$ cat config.mk
export PLATFORM = sky130hd
export DESIGN_NAME = moving_average_deadband_reporter_flat
export DESIGN_NICKNAME = d
export VERILOG_FILES = /design/src/rtl/mad_pkg.sv /design/src/rtl/mad_req_if.sv /design/src/rtl/mad_rsp_if.sv /design/src/rtl/mad_cell.sv /design/src/rtl/mad_mean.sv /design/src/rtl/mad_deadband.sv /design/src/rtl/moving_average_deadband_reporter.sv /design/src/flat_wrapper.sv
export VERILOG_INCLUDE_DIRS = /design/src /design/src/rtl
export SDC_FILE = /design/constraint.sdc
export NUM_CORES = 1
export LEC_CHECK = 0
export BUFFER_PORTS_ARGS = -buffer_cell sky130_fd_sc_hd__buf_2
export CORE_AREA = 2 2 155 127
export DETAILED_ROUTE_END_ITERATION = 6
export DIE_AREA = 0 0 157 129
export PLACE_DENSITY = 0.73
export SLEW_MARGIN = 20
export SYNTH_ARGS = -nofsm -noshare
export SYNTH_HDL_FRONTEND = slang
export SYNTH_SLANG_ARGS = --single-unit
$ cat constraint.sdc
create_clock -name clock -period 8.9 [get_ports clock]
set_input_delay 1.335 -clock clock [delete_from_list [all_inputs] [get_ports clock]]
set_output_delay 1.335 -clock clock [all_outputs]
set_load 0.05 [all_outputs]
$ cat src/rtl/moving_average_deadband_reporter_assert.svh
// Assertion macros for the moving average deadband reporter.
// No dependencies; included by the top level ahead of its assertions.
`ifndef MOVING_AVERAGE_DEADBAND_REPORTER_ASSERT_SVH
`define MOVING_AVERAGE_DEADBAND_REPORTER_ASSERT_SVH

`ifndef NO_ASSERTIONS
// same-cycle implication
`define MAD_ASSERT_NOW(lbl, ant, cons) \
   lbl: assert property (@(posedge clock) disable iff (reset) (ant) |-> (cons)) \
      else $error("mad assertion failed");
// next-cycle implication
`define MAD_ASSERT_NEXT(lbl, ant, cons) \
   lbl: assert property (@(posedge clock) disable iff (reset) (ant) |=> (cons)) \
      else $error("mad assertion failed");
`else
`define MAD_ASSERT_NOW(lbl, ant, cons)
`define MAD_ASSERT_NEXT(lbl, ant, cons)
`endif

`endif

$ cat src/rtl/mad_pkg.sv
// Shared types and constants for the moving average deadband reporter.
// No dependencies; compiled first.
package mad_pkg;

   localparam int SAMPLE_W       = 12;
   localparam int WINDOW_DEFAULT = 7;

   typedef logic [SAMPLE_W-1:0] sample_type;

   localparam sample_type THRESHOLD_RESET = sample_type'(100);

   // average handed from the mean pipeline to the deadband stage
   typedef struct packed {
      logic       valid;
      sample_type avg;
   } avg_stage_type;

endpackage

$ cat src/rtl/mad_req_if.sv
// Sample channel: valid/ready handshake carrying one converter sample.
// Depends on mad_pkg.
interface mad_req_if;
   logic               valid;
   logic               ready;
   mad_pkg::sample_type sample;

   modport source (output valid, output sample, input ready);
   modport sink   (input valid, input sample, output ready);
endinterface

$ cat src/rtl/mad_rsp_if.sv
// Report channel: valid/ready handshake carrying one reported average.
// Depends on mad_pkg.
interface mad_rsp_if;
   logic               valid;
   logic               ready;
   mad_pkg::sample_type reported_average;

   modport source (output valid, output reported_average, input ready);
   modport sink   (input valid, input reported_average, output ready);
endinterface

$ cat src/rtl/mad_cell.sv
// One window cell: holds a sample and passes it to its neighbor on shift.
// Depends on mad_pkg.
module mad_cell (
   input  logic                clock,
   input  logic                reset,
   input  logic                shift_en,
   input  mad_pkg::sample_type upstream,
   output mad_pkg::sample_type held
);
   import mad_pkg::*;

   sample_type held_ff;
   sample_type held_in;

   assign held_in = shift_en ? upstream : held_ff;
   assign held    = held_ff;

   always_ff @(posedge clock) begin
      if (reset) begin
         held_ff <= '0;
      end else begin
         held_ff <= held_in;
      end
   end

endmodule

$ cat src/rtl/mad_mean.sv
// Running sum and divide-by-window pipeline (reciprocal multiply).
// Depends on mad_pkg.
module mad_mean #(
   parameter int WINDOW = mad_pkg::WINDOW_DEFAULT
) (
   input  logic                   clock,
   input  logic                   reset,
   input  logic                   accept,
   input  mad_pkg::sample_type    fresh,
   input  mad_pkg::sample_type    oldest,
   output logic                   in_ready,
   output mad_pkg::avg_stage_type avg_out,
   input  logic                   avg_ready
);
   import mad_pkg::*;

   localparam int L      = $clog2(WINDOW);
   localparam int SUM_W  = SAMPLE_W + L;
   localparam int SHIFT  = SUM_W + L;
   localparam int MULT_W = SUM_W + 1;
   localparam int PROD_W = SUM_W + MULT_W;
   // ceil(2^SHIFT / WINDOW): exact floor quotient for any SUM_W-bit sum
   localparam int unsigned RECIP_I = ((1 << SHIFT) + WINDOW - 1) / WINDOW;
   localparam logic [MULT_W-1:0] RECIP = RECIP_I[MULT_W-1:0];

   logic              sum_valid_ff, sum_valid_in;
   logic [SUM_W-1:0]  running_sum_ff, running_sum_in;
   logic              prod_valid_ff, prod_valid_in;
   logic [PROD_W-1:0] product_ff, product_in;
   logic              sum_adv;

   assign in_ready = !sum_valid_ff || !prod_valid_ff || avg_ready;
   assign sum_adv  = sum_valid_ff && (!prod_valid_ff || avg_ready);

   always_comb begin
      running_sum_in = running_sum_ff;
      if (accept) begin
         running_sum_in = running_sum_ff - SUM_W'(oldest) + SUM_W'(fresh);
      end
   end

   assign sum_valid_in  = accept || (sum_valid_ff && !sum_adv);
   assign prod_valid_in = sum_adv || (prod_valid_ff && !avg_ready);
   assign product_in    = sum_adv ? PROD_W'(running_sum_ff) * PROD_W'(RECIP) : product_ff;

   assign avg_out.valid = prod_valid_ff;
   assign avg_out.avg   = product_ff[SHIFT +: SAMPLE_W];

   always_ff @(posedge clock) begin
      if (reset) begin
         sum_valid_ff   <= 1'b0;
         running_sum_ff <= '0;
         prod_valid_ff  <= 1'b0;
      end else begin
         sum_valid_ff   <= sum_valid_in;
         running_sum_ff <= running_sum_in;
         prod_valid_ff  <= prod_valid_in;
      end
   end

   always_ff @(posedge clock) begin
      product_ff <= product_in;
   end

endmodule

$ cat src/rtl/mad_deadband.sv
// Send-on-delta decision, threshold register and report output register.
// Depends on mad_pkg.
module mad_deadband (
   input  logic                   clock,
   input  logic                   reset,
   input  mad_pkg::avg_stage_type avg_in,
   output logic                   avg_ready,
   input  logic                   csr_write,
   input  mad_pkg::sample_type    csr_value,
   output logic                   rsp_valid,
   output mad_pkg::sample_type    rsp_value,
   input  logic                   rsp_ready
);
   import mad_pkg::*;

   sample_type threshold_ff, threshold_in;
   sample_type last_ff, last_in;
   logic       has_reported_ff, has_reported_in;
   logic       rsp_valid_ff, rsp_valid_in;
   sample_type rsp_value_ff, rsp_value_in;
   sample_type diff;
   logic       fire;

   assign avg_ready = !rsp_valid_ff || rsp_ready;

   assign diff = (avg_in.avg >= last_ff) ? (avg_in.avg - last_ff) : (last_ff - avg_in.avg);
   assign fire = avg_in.valid && avg_ready && (!has_reported_ff || (diff > threshold_ff));

   assign threshold_in    = csr_write ? csr_value : threshold_ff;
   assign last_in         = fire ? avg_in.avg : last_ff;
   assign has_reported_in = has_reported_ff || fire;
   assign rsp_valid_in    = fire || (rsp_valid_ff && !rsp_ready);
   assign rsp_value_in    = fire ? avg_in.avg : rsp_value_ff;

   assign rsp_valid = rsp_valid_ff;
   assign rsp_value = rsp_value_ff;

   always_ff @(posedge clock) begin
      if (reset) begin
         threshold_ff    <= THRESHOLD_RESET;
         last_ff         <= '0;
         has_reported_ff <= 1'b0;
         rsp_valid_ff    <= 1'b0;
      end else begin
         threshold_ff    <= threshold_in;
         last_ff         <= last_in;
         has_reported_ff <= has_reported_in;
         rsp_valid_ff    <= rsp_valid_in;
      end
   end

   always_ff @(posedge clock) begin
      rsp_value_ff <= rsp_value_in;
   end

endmodule

$ cat src/rtl/moving_average_deadband_reporter.sv
// Top level of the moving average deadband reporter.
// Depends on mad_pkg, mad_req_if, mad_rsp_if, mad_cell, mad_mean, mad_deadband
// and the assertion header.
//
//   channel  | direction | handshake              | payload
//   ---------+-----------+------------------------+---------------------------
//   req_if   | in        | valid / ready          | sample, 12 bit
//   rsp_if   | out       | valid / ready          | reported_average, 12 bit
//   csr_     | in        | csr_valid / csr_ready  | csr_data, change threshold
//
// Throughput: one sample transaction per cycle while rsp_ready is high; the
// running-sum update and the compare/update of the last reported value set it.
// A report appears on rsp_if after its sample passes the sum register, the
// reciprocal product register and the output register.
// Reset: synchronous; window cells, sum and history clear at once.
// Stalls: rsp_ready low backs up through the product and sum stages; req_ready
// drops only when all three slots are full and the output is not taken.
`include "moving_average_deadband_reporter_assert.svh"

module moving_average_deadband_reporter #(
   parameter int WINDOW = mad_pkg::WINDOW_DEFAULT
) (
   input  logic                clock,
   input  logic                reset,
   mad_req_if.sink             req_if,
   mad_rsp_if.source           rsp_if,
   input  logic                csr_valid,
   output logic                csr_ready,
   input  mad_pkg::sample_type csr_data
);
   import mad_pkg::*;

   logic          accept;
   logic          mean_ready;
   logic          db_ready;
   avg_stage_type avg_stage;

   // chain[0] is the incoming sample, chain[WINDOW] the one leaving the window
   sample_type chain [WINDOW+1];

   // the threshold register takes a write in any cycle
   assign csr_ready = 1'b1;

   assign req_if.ready = mean_ready;
   assign accept       = req_if.valid && mean_ready;
   assign chain[0]     = req_if.sample;

   // Window as a shift line: every accepted sample moves each cell one step,
   // so the last cell always holds the sample that the new one displaces.
   for (genvar i = 0; i < WINDOW; i++) begin : g_cell
      mad_cell u_cell (
         .clock    (clock),
         .reset    (reset),
         .shift_en (accept),
         .upstream (chain[i]),
         .held     (chain[i+1])
      );
   end

   mad_mean #(
      .WINDOW (WINDOW)
   ) u_mean (
      .clock     (clock),
      .reset     (reset),
      .accept    (accept),
      .fresh     (req_if.sample),
      .oldest    (chain[WINDOW]),
      .in_ready  (mean_ready),
      .avg_out   (avg_stage),
      .avg_ready (db_ready)
   );

   mad_deadband u_deadband (
      .clock     (clock),
      .reset     (reset),
      .avg_in    (avg_stage),
      .avg_ready (db_ready),
      .csr_write (csr_valid && csr_ready),
      .csr_value (csr_data),
      .rsp_valid (rsp_if.valid),
      .rsp_value (rsp_if.reported_average),
      .rsp_ready (rsp_if.ready)
   );

   // a waiting report blocks the decision stage
   `MAD_ASSERT_NOW(a_db_blocked, rsp_if.valid && !rsp_if.ready, !db_ready)
   // a stalled average holds its value
   `MAD_ASSERT_NEXT(a_avg_hold, avg_stage.valid && !db_ready, avg_stage.valid && $stable(avg_stage.avg))
   // output empties once taken with nothing behind it
   `MAD_ASSERT_NEXT(a_rsp_drain, rsp_if.valid && rsp_if.ready && !avg_stage.valid, !rsp_if.valid)

endmodule
$ cat src/flat_wrapper.sv
// flat-port wrapper written by rule: the top's interface ports become plain ports
module moving_average_deadband_reporter_flat import mad_pkg::*;
#(
   parameter int WINDOW = mad_pkg::WINDOW_DEFAULT
)
  (clock, reset, csr_valid, csr_ready, csr_data, req_if_valid, req_if_sample, req_if_ready, rsp_if_valid, rsp_if_reported_average, rsp_if_ready);
  mad_req_if req_if_i ();
  mad_rsp_if rsp_if_i ();
  input  logic clock;
  input  logic reset;
  input  logic csr_valid;
  output logic csr_ready;
  input  mad_pkg::sample_type csr_data;
  input wire logic [$bits(req_if_i.valid)-1:0] req_if_valid;
  input wire logic [$bits(req_if_i.sample)-1:0] req_if_sample;
  output wire logic [$bits(req_if_i.ready)-1:0] req_if_ready;
  output wire logic [$bits(rsp_if_i.valid)-1:0] rsp_if_valid;
  output wire logic [$bits(rsp_if_i.reported_average)-1:0] rsp_if_reported_average;
  input wire logic [$bits(rsp_if_i.ready)-1:0] rsp_if_ready;
  assign req_if_i.valid = req_if_valid;
  assign req_if_i.sample = req_if_sample;
  assign req_if_ready = req_if_i.ready;
  assign rsp_if_valid = rsp_if_i.valid;
  assign rsp_if_reported_average = rsp_if_i.reported_average;
  assign rsp_if_i.ready = rsp_if_ready;
  moving_average_deadband_reporter #(.WINDOW(WINDOW)) u_core (.clock(clock), .reset(reset), .req_if(req_if_i), .rsp_if(rsp_if_i), .csr_valid(csr_valid), .csr_ready(csr_ready), .csr_data(csr_data));
endmodule
==> key figures, run 1 <==
Run status
  – Outcome: finished clean

STA
  – RSZ-0062 raised after global routing: false
  – Final Skew: 0.00934 ns
  – Worst-margin pin slew: approximately 1.0 ns
  – Setup TNS: 0 ns
  – Period minus WS final: about 5.3 ns
  – Period utilisation layout: about three fifths
  – Max Fclk: 188 MHz
  – Slew Limit Headroom: around 30%
  – Count of final setup violators: 0
  – Slew Viols, Final: 0
  – Final Hold Fails: 0

Worst setup path
  – Startpoint Class: flip-flop
  – CP Capture Type: flip-flop
  – Critical Path RT: 9.08 ns
  – R2R Path Start: u_core.u_mean.running_sum_ff[13]$_SDFFE_PP0P_
  – Worst reg-to-reg path cell count: 16
  – R2R setup slack: roughly 3.6 ns
  – CP max FO: 9
  – Crit path kind: reg -> reg
  – Worst r2r dst: u_core.u_mean.product_ff[29]$_DFFE_PP_
  – CP arrival: between 5 and 6 ns

CTS
  – CTS Buf Count: 17
  – Clock buffer depth: 2
  – # hold bufs at CTS: 0
  – Clock Pin Slew Worst Setup and Hold Paths: 0.06 ns
  – Clock root cell: clkbuf_16
  – Post-CTS sizing: 0
  – H-tree Lvls: 4
  – Worst skew pair latency: between 0.4 and 0.5 ns
  – Clock Sinks: ~150
  – Setup Buffers After CTS: 0
  – CTS tree: done

Die
  – Initial core utilization: roughly 56%
  – # IOs: 44
  – Num rows: 45
  – Die footprint: about 20000 um^2
  – Die X: approximately 160 um
  – Chip Height: 129 um
  – Core area: roughly 19000 um^2

Run
  – Max-cap violations: 0

Finish
  – Final instance area: about 11000 um^2
  – Core Util, Final: about three fifths
  – Area occupied by multi-input gates: 6410 um^2
  – Register area: approximately 3300 um^2
  – P&R area growth vs syn: 8.83%
  – Ratio of cells with drive above 1 in the final layout: about 7.5%
  – Fill count: 1585
  – Commonest non-fill, non-tap cell in the layout: nand2_1
  – Commonest cells after routing, fill and taps aside: nand2_1, ha_1, inv_1
  – Net count, final: about 1400
  – Final std cells w/o fill: roughly 1500

Yosys
  – XOR/XNOR share of the synthesized area: under 10%
  – Synth warn: 0
  – Syn Nets: around 1400
  – Simple-gate share of the synthesized area: between 10% and 20%
  – Cells after Synth: between 1000 and 1500
  – Multiplexer area fraction after synthesis: under 10%
  – Post-synth design cell area: about 10000 um^2
  – Post-synthesis compound-gate area fraction: roughly 14%
  – Synth Register Bits: 151
  – Syn Area/Cell: around 8.8 um^2
  – Largest family of logic cells by synthesized area: adder cells
  – Post-synth EDFFs: 24
  – Sequential area share after synthesis: between 30% and 40%
  – Ys async rst share: 0%
  – Primary FF master, synth: dfxtp_1
  – Post-synthesis adder-cell area fraction: 28.5%
  – Yosys cell types: 63

Power
  – Pleak: between 5 and 6 nW
  – PwrDens: ~350 nW/um^2
  – Max rail drop VDD: about 0.24 mV
  – Final Power: between 0.003 and 0.004 W

Detailed routing
  – Final WL: around 20000 um
  – DRC viols: 0
  – Routed via count: between 7000 and 8000
  – Vias per inst: roughly 5.3
  – Initial DRC Count: about 410
  – Iteration count of the initial detailed-routing pass: 5
  – ANT nets after route: 0
  – Wirelength per Cell: roughly 14 um

Place
  – Port Buffers: 42
  – GPL Wtd Cong: roughly 0.91
  – Placed wire-length estimate: 15300 um
  – Dpl cell area: 10800 um^2
  – Placed insts: ~1400

Global routing
  – Vias in the first global route: ~7400
  – Initial antenna violation count: 1
  – First-pass GRT wire length: approximately 35000 um
  – Largest net degree at the start of global routing: about 110
  – GRT Util Overall: around 22%
  – Total grt overflow: 0

Worst hold path
  – Hold path cells: 2
  – Worst min-delay path category: reg -> reg
  – Hold Path End: u_core.g_cell[1].u_cell.held[1]$_SDFFE_PP0P_
  – Min-delay src: u_core.g_cell[0].u_cell.held[1]$_SDFFE_PP0P_
## cell families after synthesis
logic type	count (synthesis)
buffers and inverters	203
and+or+nand+nor	324
DFF	151
xor gates and xnor gates	31
AOI/OAI and AO/OA	233
adders and majority gates	209
other	1
muxes	29
## worst max-delay path by stage
stage,start,to,slack [ns],cells after the start
floorplan,u_core.u_mean.running_sum_ff[4]$_SDFFE_PP0P_,u_core.u_mean.product_ff[29]$_DFFE_PP_,3.98,15
global placement,u_core.u_mean.running_sum_ff[13]$_SDFFE_PP0P_,u_core.u_mean.product_ff[29]$_DFFE_PP_,3.69,16
detailed placement,u_core.u_mean.running_sum_ff[13]$_SDFFE_PP0P_,u_core.u_mean.product_ff[29]$_DFFE_PP_,3.62,16
CTS,u_core.u_mean.running_sum_ff[13]$_SDFFE_PP0P_,u_core.u_mean.product_ff[29]$_DFFE_PP_,3.60,16
global route,u_core.u_mean.running_sum_ff[13]$_SDFFE_PP0P_,u_core.u_mean.product_ff[29]$_DFFE_PP_,3.32,16
finish,u_core.u_mean.running_sum_ff[13]$_SDFFE_PP0P_,u_core.u_mean.product_ff[29]$_DFFE_PP_,3.59,16
## sequential cells by signal, indices dropped and copies added, names as in the netlist
name / cells
u_core.u_deadband.has_reported_ff: 1
u_core.u_deadband.last_ff: 12
u_core.g_cell.u_cell.held: 84
u_core.u_mean.prod_valid_ff: 1
u_core.u_deadband.threshold_ff: 12
u_core.u_mean.running_sum_ff: 15
u_core.u_mean.sum_valid_ff: 1
u_core.u_deadband.rsp_valid: 1
u_core.u_deadband.rsp_value: 12
u_core.u_mean.product_ff: 12
## report_power, final
part | internal, W | switching (W) | leakage, nW
sequential | 0.000801 | 0.0000894 | 1.26
combinational | 0.000995 | 0.00135 | 3.83
clock | 0.000373 | 0.000313 | 0.266
## routing by layer
metal	global-route usage [%]	vias up	part of all wire (%)
met5	0	-	0
met4	6.80	0	1.3
met3	4.51	21	3.6
met2	34.5	126	46
met1	29.4	3684	49
li1	-	4000	-
## layout make-up
| class | instances | share of cell area, % |
|---|---|---|
| clock buffer | 19 | 3.90 |
| inverter | 155 | 5.12 |
| sequential | 151 | 28.7 |
| tap | 258 | 2.84 |
| antenna | 1 | 0.0220 |
| multi-input combinational | 827 | 56.4 |
| timing repair buffer | 44 | 2.01 |
| clock inverter | 13 | 0.959 |
## cells in the mapped netlist (8+ instances only)
| cell type | number | area [um^2] |
|---|---|---|
| fa_1 | 48 | 961 |
| xor2_1 | 10 | 87.6 |
| nor2b_1 | 14 | 87.6 |
| o21ai_0 | 18 | 90.1 |
| clkbuf_1 | 38 | 143 |
| inv_1 | 154 | 578 |
| nor3_1 | 8 | 40.0 |
| nand2_1 | 200 | 751 |
| a21o_1 | 18 | 135 |
| mux2i_1 | 27 | 270 |
| o21a_1 | 8 | 60.1 |
| dfxtp_1 | 127 | 2540 |
| a21oi_1 | 134 | 671 |
| nand3_1 | 11 | 55.1 |
| edfxtp_1 | 24 | 721 |
| nand4_1 | 12 | 75.1 |
| nor2_1 | 50 | 188 |
| xnor2_1 | 21 | 184 |
| ha_1 | 161 | 2010 |
| and3_1 | 8 | 50.1 |
## per-stage QoR
| stage | worst slack (ns) | hold WS [ns] |
|---|---|---|
| floorplan | 3.98 | 0.432 |
| global placement | 3.69 | 0.437 |
| detailed placement | 3.62 | 0.443 |
| CTS | 3.60 | 0.448 |
| global route | 3.32 | 0.458 |
| finish | 3.59 | 0.444 |
## critical path, stage by stage, from the launching register on
cell and delay (ns):
dfxtp_1 0.50, ha_1 0.31, ha_1 0.28, ha_1 0.32
fa_1 0.47, fa_1 0.57, inv_1 0.07, fa_1 0.53
inv_1 0.04, ha_1 0.30, nand3_1 0.12, nor3_1 0.07
a221oi_1 0.32, a31oi_1 0.22, a31o_2 0.32, or4_1 0.49
and3_1 0.15
Note: power is estimated with default switching activity, not from simulation.
==> inputs of run 2 (changes only) <==
Settings changed: PLACE_DENSITY 0.73 to 0.76.
Clock period 8.9 ns to 4.85 ns, I/O delays scaled along.
==> run 2 against run 1 <==
Clock skew is 0.0013 ns higher. Largest cell class unchanged. Cell count increased by 2.2%. Register-to-register slack worse by 3.5 ns. First-iteration DRC count up 24%. Global-route usage is 1.2 points higher. Sequential cell count unchanged. Sequential power increased by 80%. Clock power is 100% higher. Sequential share of layout area down 1.5 points. Clock-buffer cell count stayed put. Cell area up 6.1%. Via count grew 2.6%.
==> key figures, run 2 (same netlist as run 1, synthesis figures left out) <==
Finish
  – Area occupied by multi-input gates: 6750 um^2 (was 6410 um^2)
  – Final std cells w/o fill: 1501 (was 1468)
  – Ratio of cells with drive above 1 in the final layout: 14.2% (was 7.53%)
  – Commonest non-fill, non-tap cell in the layout: nand2_1 (unchanged)
  – Register area: 3290 um^2 (was 3260 um^2)
  – N_diodes: 0 (was 1)
  – P&R area growth vs syn: 15.5% (was 8.83%)
  – Net count, final: 1468 (was 1434)
  – Fill count: 1512 (was 1585)
  – Max reg flops: 84 (unchanged)
  – Commonest cells after routing, fill and taps aside: nand2_1, inv_1, ha_1 (was nand2_1, ha_1, inv_1)

Global routing
  – Largest net degree at the start of global routing: 106 (unchanged)
  – Initial antenna violation count: 0 (was 1)
  – First-pass GRT wire length: 36700 um (was 34900 um)
  – Total grt overflow: 0 (unchanged)
  – Vias in the first global route: 7682 (was 7403)
  – GRT Util Overall: 22.7% (was 21.5%)

CTS
  – H-tree Lvls: 4 (unchanged)
  – Worst skew pair latency: 0.44 ns (was 0.43 ns)
  – Clock buffer depth: 2 (unchanged)
  – CTS Buf Count: 17 (unchanged)
  – Clock Pin Slew Worst Setup and Hold Paths: 0.07 ns (was 0.06 ns)
  – Clock Sinks: 151 (unchanged)
  – CTS tree: done (unchanged)
  – Clock root cell: clkbuf_16 (unchanged)

Die
  – Chip Height: 129 um (unchanged)
  – Core area: 18600 um^2 (unchanged)
  – Initial core utilization: 56.0% (unchanged)
  – Die X: 157 um (unchanged)
  – Num rows: 45 (unchanged)
  – # IOs: 44 (unchanged)
  – Die footprint: 20300 um^2 (unchanged)

Power
  – Internal: 0.00472 W (was 0.00217 W)
  – Flop pwr share: 19.0% (was 22.7%)
  – Pleak: 5.52 nW (was 5.36 nW)
  – PwrDens: 702 nW/um^2 (was 345 nW/um^2)
  – Sw frac: 44.2% (was 44.7%)
  – Clock share of power: 16.2% (was 17.5%)
  – Max rail drop VDD: 0.505 mV (was 0.238 mV)
  – Final Power: 0.00846 W (was 0.00392 W)
  – Logic pwr share: 64.8% (was 59.8%)
  – Net Switching: 0.00373 W (was 0.00175 W)

Place
  – Placed wire-length estimate: 16300 um (was 15300 um)
  – GPL Wtd Cong: 0.920 (was 0.914)
  – Port Buffers: 42 (unchanged)
  – Placed insts: 1467 (was 1435)

STA
  – Worst-margin pin slew: 1.02 ns (was 1.04 ns)
  – Period minus WS final: 4.77 ns (was 5.31 ns)
  – Period utilisation layout: 98.3% (was 59.7%)
  – Max Fclk: 210 MHz (was 188 MHz)
  – Count of final setup violators: 0 (unchanged)
  – Setup TNS: 0 ns (unchanged)
  – Worst hold slack: 0.449 ns (was 0.444 ns)
  – Slew Viols, Final: 0 (unchanged)
  – Final Skew: 0.0107 ns (was 0.00934 ns)
  – Final Hold Fails: 0 (unchanged)
  – Slew Limit Headroom: 31.7% (was 30.5%)

Worst setup path
  – Startpoint Class: flip-flop (unchanged)
  – CP arrival: 4.96 ns (was 5.50 ns)
  – CP Capture Type: flip-flop (unchanged)
  – Crit path kind: reg -> reg (unchanged)
  – CP max FO: 4 (was 9)
  – Critical Path RT: 5.04 ns (was 9.08 ns)

Detailed routing
  – Iteration count of the initial detailed-routing pass: 5 (unchanged)
  – Final WL: 22900 um (was 20400 um)
  – DRC viols: 0 (unchanged)
  – Initial DRC Count: 514 (was 413)
  – Routed via count: 8032 (was 7831)
  – Vias per inst: 5.35 (was 5.33)
  – Wirelength per Cell: 15.3 um (was 13.9 um)
  – ANT nets after route: 0 (unchanged)

Worst hold path
  – Worst min-delay path category: reg -> reg (unchanged)

Run
  – Max-cap violations: 0 (unchanged)

Run status
  – Outcome: finished clean (unchanged)
run 2: changes by cell type in the layout (fill, tap and decap cells not counted), moves of 4 or more:
cell / change
buf_4: +32
dfxtp_1: -12
dfxtp_2: +9
ha_1: -22
ha_4: +22
inv_1: -4
inv_6: -4
run 2: power groups by stage:
| stage | clock network (W) | logic (W) | registers [W] |
|---|---|---|---|
| floorplan | 0 | 0.00345 | 0.00163 |
| global placement | 0 | 0.00468 | 0.00159 |
| detailed placement | 0 | 0.00481 | 0.00160 |
| CTS | 0.00139 | 0.00504 | 0.00157 |
| global route | 0.00143 | 0.00615 | 0.00162 |
| finish | 0.00137 | 0.00548 | 0.00160 |
run 2: per-stage QoR:
stage                     instance area [um^2]  utilization (%)  setup slack (ns)
after floorplan                          10500                -           0.00464
after global placement                   11100             59.4            -0.120
after detailed placement                 11100             59.4            -0.242
after CTS                                11800             63.4           0.00329
after global routing                     12000             64.7           -0.0526
final                                    12000             64.7            0.0804
run 2: final timing paths:
kind                                                                   start                                      endpoint  slack (ns)  depth (start not counted)
worst max-delay path            u_core.u_mean.running_sum_ff[4]$_SDFFE_PP0P_        u_core.u_mean.product_ff[29]$_DFFE_PP_        0.08                         15
worst max register to register  u_core.u_mean.running_sum_ff[4]$_SDFFE_PP0P_        u_core.u_mean.product_ff[29]$_DFFE_PP_        0.08                         15
worst min-delay path            u_core.g_cell[0].u_cell.held[7]$_SDFFE_PP0P_  u_core.g_cell[1].u_cell.held[7]$_SDFFE_PP0P_        0.45                          2
worst min register to register  u_core.g_cell[0].u_cell.held[7]$_SDFFE_PP0P_  u_core.g_cell[1].u_cell.held[7]$_SDFFE_PP0P_        0.45                          2
run 2: critical path, cell delays in order (launching register included):
cell and delay [ns]:
dfxtp_2 0.33, ha_4 0.24, fa_1 0.46, fa_1 0.54
fa_1 0.54, inv_1 0.08, fa_1 0.53, inv_2 0.06
ha_4 0.26, a211oi_1 0.21, o21ai_1 0.13, o2111ai_2 0.12
a31oi_2 0.15, a31o_2 0.23, or4_1 0.48, and3_1 0.15
run 2: routing by layer:
layer | global-route usage [%] | wire length, um | vias up
met2 | 39.4 | 11200 | 153
met3 | 4.88 | 934 | 36
li1 | - | - | 4056
met1 | 28.8 | 10300 | 3787
met5 | 0 | 0 | -
met4 | 5.83 | 491 | 0
run 2: area by class of cell:
| class | count | share of cell area, % |
|---|---|---|
| multi-input cells | 827 | 56.0 |
| well taps | 258 | 2.68 |
| clock inverters | 13 | 1.26 |
| inverters | 155 | 4.86 |
| flip-flops and latches | 151 | 27.3 |
| repair buffers | 78 | 4.07 |
| clock buffers | 19 | 3.85 |
run 2: repair_timing:
item	CTS	global route
hold buffers	0	0
setup endpoints to repair	4	19
pin swaps	13	21
resized for setup	16	40
setup buffers	1	1
==> inputs of run 3 (changes only) <==
Settings changed: RECOVER_POWER from default to 25.
==> run 3 against run 2 <==
Register-to-register slack hardly changed. Non-clock buffer count stayed put. Cell area is 0.27% lower. Critical endpoint unchanged. Sequential share of layout area is 0.074 points higher. Hold slack hardly changed. Maximum frequency hardly changed. Worst setup slack hardly changed. Utilization is 0.17 points lower. Clock power hardly changed. Clock skew is 0.00071 ns lower. Power is 0.25% lower. Clock-buffer cell count stayed put.
==> key figures, run 3 (same netlist as run 1, synthesis figures left out) <==
CTS
  – Worst skew pair latency: 0.44 ns (about the same)
  – CTS Buf Count: 17 (unchanged)
  – # hold bufs at CTS: 0 (unchanged)
  – Clock root cell: clkbuf_16 (unchanged)
  – Clock buffer depth: 2 (unchanged)
  – H-tree Lvls: 4 (unchanged)
  – CTS tree: done (unchanged)
  – Clock Sinks: 151 (unchanged)
  – Clock Pin Slew Worst Setup and Hold Paths: 0.07 ns (about the same)

Die
  – Num rows: 45 (unchanged)
  – # IOs: 44 (unchanged)
  – Die footprint: 20300 um^2 (unchanged)
  – Core area: 18600 um^2 (unchanged)
  – Initial core utilization: 56.0% (unchanged)
  – Chip Height: 129 um (unchanged)
  – Die X: 157 um (unchanged)

Worst setup path
  – CP arrival: 4.96 ns (about the same)
  – CP Capture Type: flip-flop (unchanged)
  – Crit-path cells: ha_4 -> fa_1 -> fa_1 -> fa_1 -> inv_1 -> fa_1 -> inv_2 -> ha_4 -> a211oi_1 -> o21ai_1 -> o2111ai_2 -> a31oi_2 -> a31o_2 -> or4_1 -> and3_1 (unchanged)
  – CP max stage delay: 0.54 ns (about the same)
  – Crit path buf inv count: 2 (unchanged)
  – Worst r2r dst: u_core.u_mean.product_ff[29]$_DFFE_PP_ (unchanged)
  – Crit path kind: reg -> reg (unchanged)
  – Slowest stage cell, crit path: fa_1 (unchanged)
  – CP max FO: 4 (unchanged)
  – Crit-path most repeated cell: fa_1 (unchanged)
  – Startpoint Class: flip-flop (unchanged)
  – R2R Path Start: u_core.u_mean.running_sum_ff[4]$_SDFFE_PP0P_ (unchanged)
  – Critical Path RT: 5.04 ns (about the same)
  – Top Family by Delay on Critical Path: adder cells (unchanged)
  – R2R setup slack: 0.08 ns (about the same)
  – Worst reg-to-reg path cell count: 15 (unchanged)

Place
  – Placed wire-length estimate: 16300 um (unchanged)
  – Place WS: -0.242 ns (unchanged)
  – GPL Wtd Cong: 0.920 (unchanged)
  – Port Buffers: 42 (unchanged)
  – Placed insts: 1467 (unchanged)

Finish
  – Commonest cells after routing, fill and taps aside: nand2_1, inv_1, ha_1 (unchanged)
  – Commonest non-fill, non-tap cell in the layout: nand2_1 (unchanged)
  – Max reg flops: 84 (unchanged)
  – Ratio of cells with drive above 1 in the final layout: 13.1% (was 14.2%)
  – Final std cells w/o fill: 1501 (unchanged)
  – Fill count: 1519 (was 1512)
  – Net count, final: 1468 (unchanged)
  – N_diodes: 0 (unchanged)
  – P&R area growth vs syn: 15.2% (was 15.5%)

STA
  – Final Hold Fails: 0 (unchanged)
  – Slew Viols, Final: 0 (unchanged)
  – Fin worst setup slack: 0.0805 ns (was 0.0804 ns)
  – Max Fclk: 210 MHz (about the same)
  – Slew Limit Headroom: 31.7% (about the same)
  – Period utilisation layout: 98.3% (about the same)
  – Worst-margin pin slew: 1.02 ns (about the same)
  – Final Skew: 0.00995 ns (was 0.0107 ns)
  – Count of final setup violators: 0 (unchanged)
  – Setup TNS: 0 ns (unchanged)
  – Period minus WS final: 4.77 ns (about the same)

Power
  – Max rail drop VDD: 0.507 mV (was 0.505 mV)
  – Pleak: 5.48 nW (was 5.52 nW)
  – PwrDens: 702 nW/um^2 (about the same)

Global routing
  – GRT Util Overall: 22.7% (unchanged)
  – Initial antenna violation count: 0 (unchanged)
  – Vias in the first global route: 7682 (unchanged)
  – Largest net degree at the start of global routing: 106 (unchanged)
  – First-pass GRT wire length: 36700 um (unchanged)
  – Total grt overflow: 0 (unchanged)

Worst hold path
  – Worst min-delay path category: reg -> reg (unchanged)
  – Hold path cells: 2 (unchanged)
  – Hold Path End: u_core.g_cell[6].u_cell.held[8]$_SDFFE_PP0P_ (was u_core.g_cell[1].u_cell.held[7]$_SDFFE_PP0P_)
  – Min-delay src: u_core.g_cell[5].u_cell.held[8]$_SDFFE_PP0P_ (was u_core.g_cell[0].u_cell.held[7]$_SDFFE_PP0P_)

Detailed routing
  – Initial DRC Count: 527 (was 514)
  – Iteration count of the initial detailed-routing pass: 5 (unchanged)
  – ANT nets after route: 0 (unchanged)
  – Routed via count: 8057 (was 8032)
  – DRC viols: 0 (unchanged)
  – Vias per inst: 5.37 (was 5.35)
  – Final WL: 22800 um (was 22900 um)
  – Wirelength per Cell: 15.2 um (was 15.3 um)

Run status
  – Outcome: finished clean (unchanged)

Run
  – Max-cap violations: 0 (unchanged)
## run 3: worst min-delay path: cells and delay by family (launching register included)
kind               cells  cell delay [ns]
DFF                    1             0.31
AOI/OAI and AO/OA      1             0.05
and+or+nand+nor        1             0.05
## run 3: final cells by class
class	instances	area, um^2	share of cell area [%]
timing repair buffer	78	458	3.81
clock buffer	19	464	3.86
multi-input combinational	827	6750	56.2
clock inverter	13	151	1.26
tap	258	323	2.69
inverter	155	586	4.87
sequential	151	3290	27.3
## run 3: through the flow
step | utilization, % | power (W) | cell area (um^2) | hold WS, ns
after floorplan | - | 0.00508 | 10500 | 0.432
after global placement | 59.4 | 0.00627 | 11100 | 0.436
after detailed placement | 59.4 | 0.00641 | 11100 | 0.442
after CTS | 63.4 | 0.00800 | 11800 | 0.452
after global routing | 64.5 | 0.00918 | 12000 | 0.462
final | 64.5 | 0.00844 | 12000 | 0.448
## run 3: power by group
group | internal, W | switching [W]
Sequential | 0.00148 | 0.000120
Combinational | 0.00245 | 0.00302
Clock | 0.000776 | 0.000596
## run 3: repair_timing
item | CTS | global route
gates resized for setup | 16 | 40
endpoints found under the setup margin | 4 | 19
buffers inserted | 1 | 1
pin swaps | 13 | 21
## run 3: how the worst max path moves through the flow
stage	cells after the start	slack [ns]	end	from
floorplan	16	0.005	u_core.u_mean.product_ff[29]$_DFFE_PP_	u_core.u_mean.running_sum_ff[11]$_SDFFE_PP0P_
global placement	16	-0.12	u_core.u_mean.product_ff[29]$_DFFE_PP_	u_core.u_mean.running_sum_ff[11]$_SDFFE_PP0P_
detailed placement	16	-0.24	u_core.u_mean.product_ff[29]$_DFFE_PP_	u_core.u_mean.running_sum_ff[11]$_SDFFE_PP0P_
CTS	17	0.003	u_core.u_mean.product_ff[29]$_DFFE_PP_	u_core.u_mean.running_sum_ff[11]$_SDFFE_PP0P_
global route	16	-0.05	u_core.u_mean.product_ff[28]$_DFFE_PP_	u_core.u_mean.running_sum_ff[1]$_SDFFE_PP0P_
finish	15	0.08	u_core.u_mean.product_ff[29]$_DFFE_PP_	u_core.u_mean.running_sum_ff[4]$_SDFFE_PP0P_
## run 3: layer usage
metal | up-vias | wire length, um | global-route usage (%) | part of all wire [%]
met4 | 0 | 461 | 5.83 | 2.0
li1 | 4064 | - | - | -
met1 | 3810 | 10200 | 28.8 | 45
met5 | - | 0 | 0 | 0
met2 | 146 | 11200 | 39.4 | 49
met3 | 37 | 907 | 4.88 | 4.0
